==> src/rtl/apfr_pkg.sv <==
// shared constants, types and helpers for the pcm ring fifo frame reader
// no dependencies
`timescale 1ns / 1ps
`default_nettype none

package apfr_pkg;

    localparam int FRAME_SAMPLES = 48;
    localparam int RING_DEPTH    = 192;

    localparam int IDX_W       = (RING_DEPTH > 1) ? $clog2(RING_DEPTH) : 1;
    localparam int FRAME_CNT_W = (FRAME_SAMPLES > 1) ? $clog2(FRAME_SAMPLES) : 1;
    localparam int ADC_W       = 12;
    localparam int PCM_W       = 16;
    localparam int PCM_SHIFT   = 4;

    localparam logic [ADC_W-1:0] ADC_OFFSET = ADC_W'(2048);

    localparam logic OP_PUSH  = 1'b0;
    localparam logic OP_FRAME = 1'b1;

    typedef logic [IDX_W-1:0]       idx_t;
    typedef logic [FRAME_CNT_W-1:0] frame_cnt_t;
    typedef logic [PCM_W-1:0]       pcm_t;

    // one step around the ring
    function automatic idx_t ring_next(input idx_t idx);
        idx_t nxt;
        if (idx == IDX_W'(RING_DEPTH - 1))
        begin
            nxt = '0;
        end
        else
        begin
            nxt = idx + IDX_W'(1);
        end
        return nxt;
    endfunction

    // offset binary to two's complement, scaled to full 16-bit range
    function automatic pcm_t to_pcm(input logic [ADC_W-1:0] adc);
        logic [ADC_W-1:0] centered;
        centered = adc - ADC_OFFSET;
        return {centered, {PCM_SHIFT{1'b0}}};
    endfunction

endpackage

`default_nettype wire

==> src/rtl/apfr_ram.sv <==
// generic single-write, single-read ram with registered read data
// no dependencies
`timescale 1ns / 1ps
`default_nettype none

module apfr_ram #(
    parameter int WIDTH = 16,
    parameter int DEPTH = 192
) (
    input  wire logic                     clk,
    input  wire logic                     we,
    input  wire logic [$clog2(DEPTH)-1:0] waddr,
    input  wire logic [WIDTH-1:0]         wdata,
    input  wire logic                     re,
    input  wire logic [$clog2(DEPTH)-1:0] raddr,
    output logic      [WIDTH-1:0]         rdata
);

    logic [WIDTH-1:0] mem [DEPTH];

    always_ff @(posedge clk)
    begin
        if (we)
        begin
            mem[waddr] <= wdata;
        end
        if (re)
        begin
            rdata <= mem[raddr];
        end
    end

endmodule

`default_nettype wire

==> src/rtl/adc_pcm_ring_fifo_frame_reader_top.sv <==
// top level of the pcm ring fifo frame reader
// depends on apfr_pkg and apfr_ram
//
// usage:
//   a request is taken at a rising edge with start high and busy low.
//   opcode push converts adc_sample to pcm16 and stores it in a ring of
//   RING_DEPTH entries (RING_DEPTH-1 usable); a push into a full ring is
//   dropped. a push never raises busy, so pushes can arrive every cycle
//   while busy is low.
//   opcode frame streams FRAME_SAMPLES results, one per cycle, each shown
//   for one cycle with result_valid high. the first result appears in the
//   cycle after the request (registered ram read). once the ring runs dry the
//   remaining results carry zero with underrun set; last_in_frame marks
//   the final one.
//   busy stays high after a frame request until the frame's last read is
//   issued, so a frame holds the request port, set by the single read port
//   of the sample ram.
//   the receiver cannot stall; results must be taken when shown.
//   reset empties the ring at once (both pointers cleared); the sample ram
//   needs no clearing since only written entries are ever read.
`timescale 1ns / 1ps
`default_nettype none

module adc_pcm_ring_fifo_frame_reader_top (
    input  wire logic                      clk,
    input  wire logic                      rst_n,
    input  wire logic                      start,
    output logic                           busy,
    input  wire logic                      opcode,
    input  wire logic [apfr_pkg::ADC_W-1:0] adc_sample,
    output logic                           result_valid,
    output logic signed [apfr_pkg::PCM_W-1:0] pcm_sample,
    output logic                           underrun,
    output logic                           last_in_frame
);

    typedef enum logic [1:0] {
        ST_IDLE = 2'b01,
        ST_RUN  = 2'b10
    } state_t;

    state_t                state_reg, state_next;
    apfr_pkg::frame_cnt_t  cnt_reg, cnt_next;
    apfr_pkg::idx_t        wr_idx_reg, wr_idx_next;
    apfr_pkg::idx_t        rd_idx_reg, rd_idx_next;
    logic                  valid_reg, under_reg, last_reg;

    logic                  push_req;
    logic                  frame_req;
    logic                  issue;
    logic                  issue_last;
    apfr_pkg::frame_cnt_t  issue_cnt;
    logic                  ring_empty;
    logic                  ring_full;
    logic                  write_en;
    logic                  read_hit;
    apfr_pkg::pcm_t        ram_rdata;

    assign busy      = (state_reg == ST_RUN);
    assign push_req  = start && !busy && (opcode == apfr_pkg::OP_PUSH);
    assign frame_req = start && !busy && (opcode == apfr_pkg::OP_FRAME);

    // the first read of a frame goes out in the request cycle itself
    assign issue      = frame_req || (state_reg == ST_RUN);
    assign issue_cnt  = frame_req ? '0 : cnt_reg;
    assign issue_last = issue
                        && (issue_cnt == apfr_pkg::FRAME_CNT_W'(apfr_pkg::FRAME_SAMPLES - 1));

    assign ring_empty = (rd_idx_reg == wr_idx_reg);
    assign ring_full  = (apfr_pkg::ring_next(wr_idx_reg) == rd_idx_reg);
    assign write_en   = push_req && !ring_full;
    assign read_hit   = issue && !ring_empty;

    always_comb
    begin
        state_next  = state_reg;
        cnt_next    = cnt_reg;
        wr_idx_next = write_en ? apfr_pkg::ring_next(wr_idx_reg) : wr_idx_reg;
        rd_idx_next = read_hit ? apfr_pkg::ring_next(rd_idx_reg) : rd_idx_reg;
        case (state_reg)
            ST_IDLE:
            begin
                if (frame_req && !issue_last)
                begin
                    state_next = ST_RUN;
                    cnt_next   = apfr_pkg::FRAME_CNT_W'(1);
                end
            end
            ST_RUN:
            begin
                cnt_next = cnt_reg + apfr_pkg::FRAME_CNT_W'(1);
                if (issue_last)
                begin
                    state_next = ST_IDLE;
                end
            end
            default:
            begin
                state_next = ST_IDLE;
            end
        endcase
    end

    always_ff @(posedge clk or negedge rst_n)
    begin
        if (!rst_n)
        begin
            state_reg  <= ST_IDLE;
            cnt_reg    <= '0;
            wr_idx_reg <= '0;
            rd_idx_reg <= '0;
            valid_reg  <= 1'b0;
            under_reg  <= 1'b0;
            last_reg   <= 1'b0;
        end
        else
        begin
            state_reg  <= state_next;
            cnt_reg    <= cnt_next;
            wr_idx_reg <= wr_idx_next;
            rd_idx_reg <= rd_idx_next;
            valid_reg  <= issue;
            under_reg  <= issue && ring_empty;
            last_reg   <= issue_last;
        end
    end

    apfr_ram #(
        .WIDTH (apfr_pkg::PCM_W),
        .DEPTH (apfr_pkg::RING_DEPTH)
    ) u_store (
        .clk   (clk),
        .we    (write_en),
        .waddr (wr_idx_reg),
        .wdata (apfr_pkg::to_pcm(adc_sample)),
        .re    (read_hit),
        .raddr (rd_idx_reg),
        .rdata (ram_rdata)
    );

    assign result_valid  = valid_reg;
    assign underrun      = under_reg;
    assign last_in_frame = last_reg;
    assign pcm_sample    = under_reg ? '0 : $signed(ram_rdata);

endmodule

`default_nettype wire

==> config.mk <==
export PLATFORM = sky130hd
export DESIGN_NAME = adc_pcm_ring_fifo_frame_reader_top
export DESIGN_NICKNAME = d
export VERILOG_FILES = /design/src/rtl/apfr_pkg.sv /design/src/rtl/apfr_ram.sv /design/src/rtl/adc_pcm_ring_fifo_frame_reader_top.sv
export SDC_FILE = /design/constraint.sdc
export NUM_CORES = 2
export LEC_CHECK = 0
export BUFFER_PORTS_ARGS = -buffer_cell sky130_fd_sc_hd__buf_2
export CAP_MARGIN = 20
export CORE_MARGIN = 4
export CORE_UTILIZATION = 45
export DETAILED_ROUTE_END_ITERATION = 7
export GPL_ROUTABILITY_DRIVEN = 1
export PLACE_DENSITY = 0.66
export SLEW_MARGIN = 20
export SYNTH_ARGS = -nofsm -noshare
export SYNTH_HDL_FRONTEND = slang
export SYNTH_SLANG_ARGS = --single-unit
export TNS_END_PERCENT = 30
==> constraint.sdc <==
create_clock -name clk -period 4 [get_ports clk]
set_input_delay 0.4 -clock clk [delete_from_list [all_inputs] [get_ports clk]]
set_output_delay 0.4 -clock clk [all_outputs]
set_load 0.02 [all_outputs]
==> flow_summary.ini <==
[yosys]
synth_top_family_by_area = multiplexers
yosysUniqueCellTypes = 76
synth_edf_count = 2316
yosys-mux-area-fraction = 0.155
netlist_instances = 4236
ys_top_cells_by_area = edfxtp_1, mux4_2, mux2i_1
synth-simple-area-share = 0.0260
synthXorXnorAreaFrac = 0.00153
synth_compound_area_frac = 0.0299
synth_top_cell_area_share = 0.760
ys_warn_count = 0
ys_async_sr_fraction = 0.0115
avgSynthCellArea_um2 = 21.6
yosysMostFrequentCell = edfxtp_1
ys.flop_type = edfxtp_1
synth_fa_ha_area_frac = 0.000821
ys_seq_area_frac = 0.768
synth_area_um2 = 91500
netlist_top_cells_count = edfxtp_1, mux4_2, nor3_1
synth_largest_area_cell = edfxtp_1
ys_ff_latch = 2343

[drt]
drt_first_pass_iters = 6
wl_per_cell_um = 32.9
vias = 47312
finalWirelength_mm = 249
viasPerCell = 6.23
drtAntennaViolNets = 0
drt-initial-drc-count = 6175
drc = 0

[finish]
largest_register_ffs = 2304
areaGrowthSynthToFinish_pct = 16.0
drive_above_1_share = 0.331
reg.largest.list = u_store.mem x2304, u_store.rdata x12
final_area_um2 = 106000
fin_nets = 4751
top_register = u_store.mem

[global_route]
grt_antenna_before_repair = 9
grt.total_usage = 0.236
gr-total-overflow = 0
grt_pass1_wl_mm = 355
grt_start_max_net_pins = 113
grt_pass1_vias = 47094

[status]
outcome = finished clean

[sta]
rsz0062_at_grt = false
holdWs_ns = 0.0276
fin_crit_ns = 3.94
finalWorstSetupSlack_ns = 0.0585
skew_ns = 0.0585
fin_tns_setup_ns = 0
setup_viol = 0
hold_viol_final = 0
relSlewSlack = 0.216
fin_crit_sh = 0.985
fmax_mhz = 254
slew_violations = 0
worst_pin_slew_ns = 1.18

[critical_path]
critPathCaptureType = flop
startpoint_type = flop
required_ns = 4.53
crit_fanout = 16
critPathArrivalTime_ns = 4.47
crit_type = reg2reg

[cts]
clock_path_buffers = 3
htreeDepth = 4
cts_sinks = 2343
tritoncts = built
clk_latency_ns = 0.90
root_buffer = clkbuf_16
clk_pin_slew_ns = 0.06
cts_buffers = 227

[power_and_ir_drop]
p_per_area_nw_per_um2 = 660
switchingPower_uw = 22300
leakage_uw = 0.0335
ir_drop_v = 0.000568
p_total_uw = 70000
swShare = 0.318
p_clk_frac = 0.301
p_int_uw = 47800
combPwrFrac = 0.303
p_seq_frac = 0.396

[placed_design]
place_area_um2 = 98600
preCtsSetupSlack_ns = 0.0577
gp_congestion = 0.939
port_buffers = 31
dp_hpwl_mm = 158

[die]
die-width_um = 459
die-area_um2 = 211000
core_area_um2 = 202000
start_util = 0.453
die_h_um = 459
pin_count = 36
std_cell_rows = 165

[min_path]
hp-class = in2reg

[job]
maxCapViolCount = 0
==> critical path: stages (launching register included) <==
cell	delay (ns)
dfrtp_4	0.72
buf_4	0.42
mux4_2	0.55
mux2_2	0.28
o22ai_1	0.53
a21oi_1	0.23
a211oi_1	0.56
buf_4	0.20
a211oi_1	0.10
==> repair_timing <==
item / in CTS / in global routing
endpoints found under the setup margin: 0 / 3
gates resized for setup: 0 / 2
buffers inserted: 0 / 2
endpoints found under the hold margin: 93 / 0
hold buffers: 8 / 0
==> cell type report <==
type | count | area (um2)
Multi-Input combinational cell | 1604 | 20500
Sequential cell | 2343 | 70200
Fill cell | 15273 | 96000
Clock buffer | 274 | 5860
Clock inverter | 141 | 1530
Timing Repair Buffer | 540 | 4580
Tap cell | 2672 | 3340
Inverter | 13 | 58.8
Antenna cell | 4 | 10.0
==> power by group through the flow <==
stage,registers (uW),logic [uW],clock network (uW)
floorplan,27700,12700,0
global placement,28200,20800,0
detailed placement,28200,20900,0
CTS,27700,21000,21400
global route,27700,21900,22500
finish,27700,21200,21100
==> layer usage <==
layer,vias up,wire (um),global-route usage
met4,6,10700,0.0917
met3,479,27400,0.0615
met5,-,39,0
li1,18938,-,-
met2,2790,116000,0.361
met1,25099,95600,0.329
==> placed cells by master (no fill, tap or decap), types with 12 or more instances in the layout <==
| master | synthesis | layout |
|---|---|---|
| nor2_1 | 35 | 31 |
| clkinv_1 | 0 | 47 |
| mux4_1 | 14 | 14 |
| a22o_1 | 31 | 31 |
| a21oi_1 | 54 | 54 |
| clkbuf_1 | 100 | 47 |
| mux4_2 | 543 | 543 |
| nor3_1 | 204 | 14 |
| o22ai_1 | 18 | 18 |
| nand3_1 | 31 | 31 |
| a31oi_1 | 13 | 13 |
| clkbuf_16 | 0 | 227 |
| bufinv_16 | 0 | 20 |
| clkinv_16 | 0 | 12 |
| buf_6 | 26 | 12 |
| nand4_1 | 13 | 13 |
| buf_2 | 80 | 20 |
| o21ai_0 | 51 | 51 |
| buf_4 | 51 | 459 |
| nor2b_1 | 30 | 27 |
| mux2i_1 | 142 | 142 |
| a22oi_1 | 69 | 69 |
| a211oi_1 | 25 | 25 |
| a221oi_1 | 47 | 46 |
| nand2_1 | 117 | 117 |
| dfrtp_1 | 26 | 20 |
| buf_12 | 3 | 40 |
| clkinv_2 | 0 | 46 |
| edfxtp_1 | 2316 | 2316 |
| nor3_2 | 0 | 188 |
==> final timing paths <==
path	endpoint	start	slack, ns	depth (start not counted)
worst max-delay path	u_store.rdata[6]	rd_idx_reg[0]	0.06	8
worst min-delay path	u_store.mem[161][2]	adc_sample[2]	0.03	1
worst max register to register	u_store.rdata[6]	rd_idx_reg[0]	0.06	8
worst min register to register	cnt_reg[5]	cnt_reg[5]	0.49	1
max in group asynchronous	rd_idx_reg[1]	rst_n	3.25	2
min in group asynchronous	cnt_reg[5]	rst_n	0.13	2
==> cell families after synthesis <==
group | after synthesis
buf+inv | 292
xor+xnor | 16
fa+ha+maj | 6
flops | 2343
mux | 711
compound gates | 385
other cells | 1
simple gates | 482
==> per-stage QoR <==
step                instances   util
finish                   7591  0.525
floorplan                4239      -
global route             7589  0.525
global placement         7160  0.488
CTS                      7584  0.525
detailed placement       7161  0.488
Note: power is estimated with default switching activity, not from simulation.
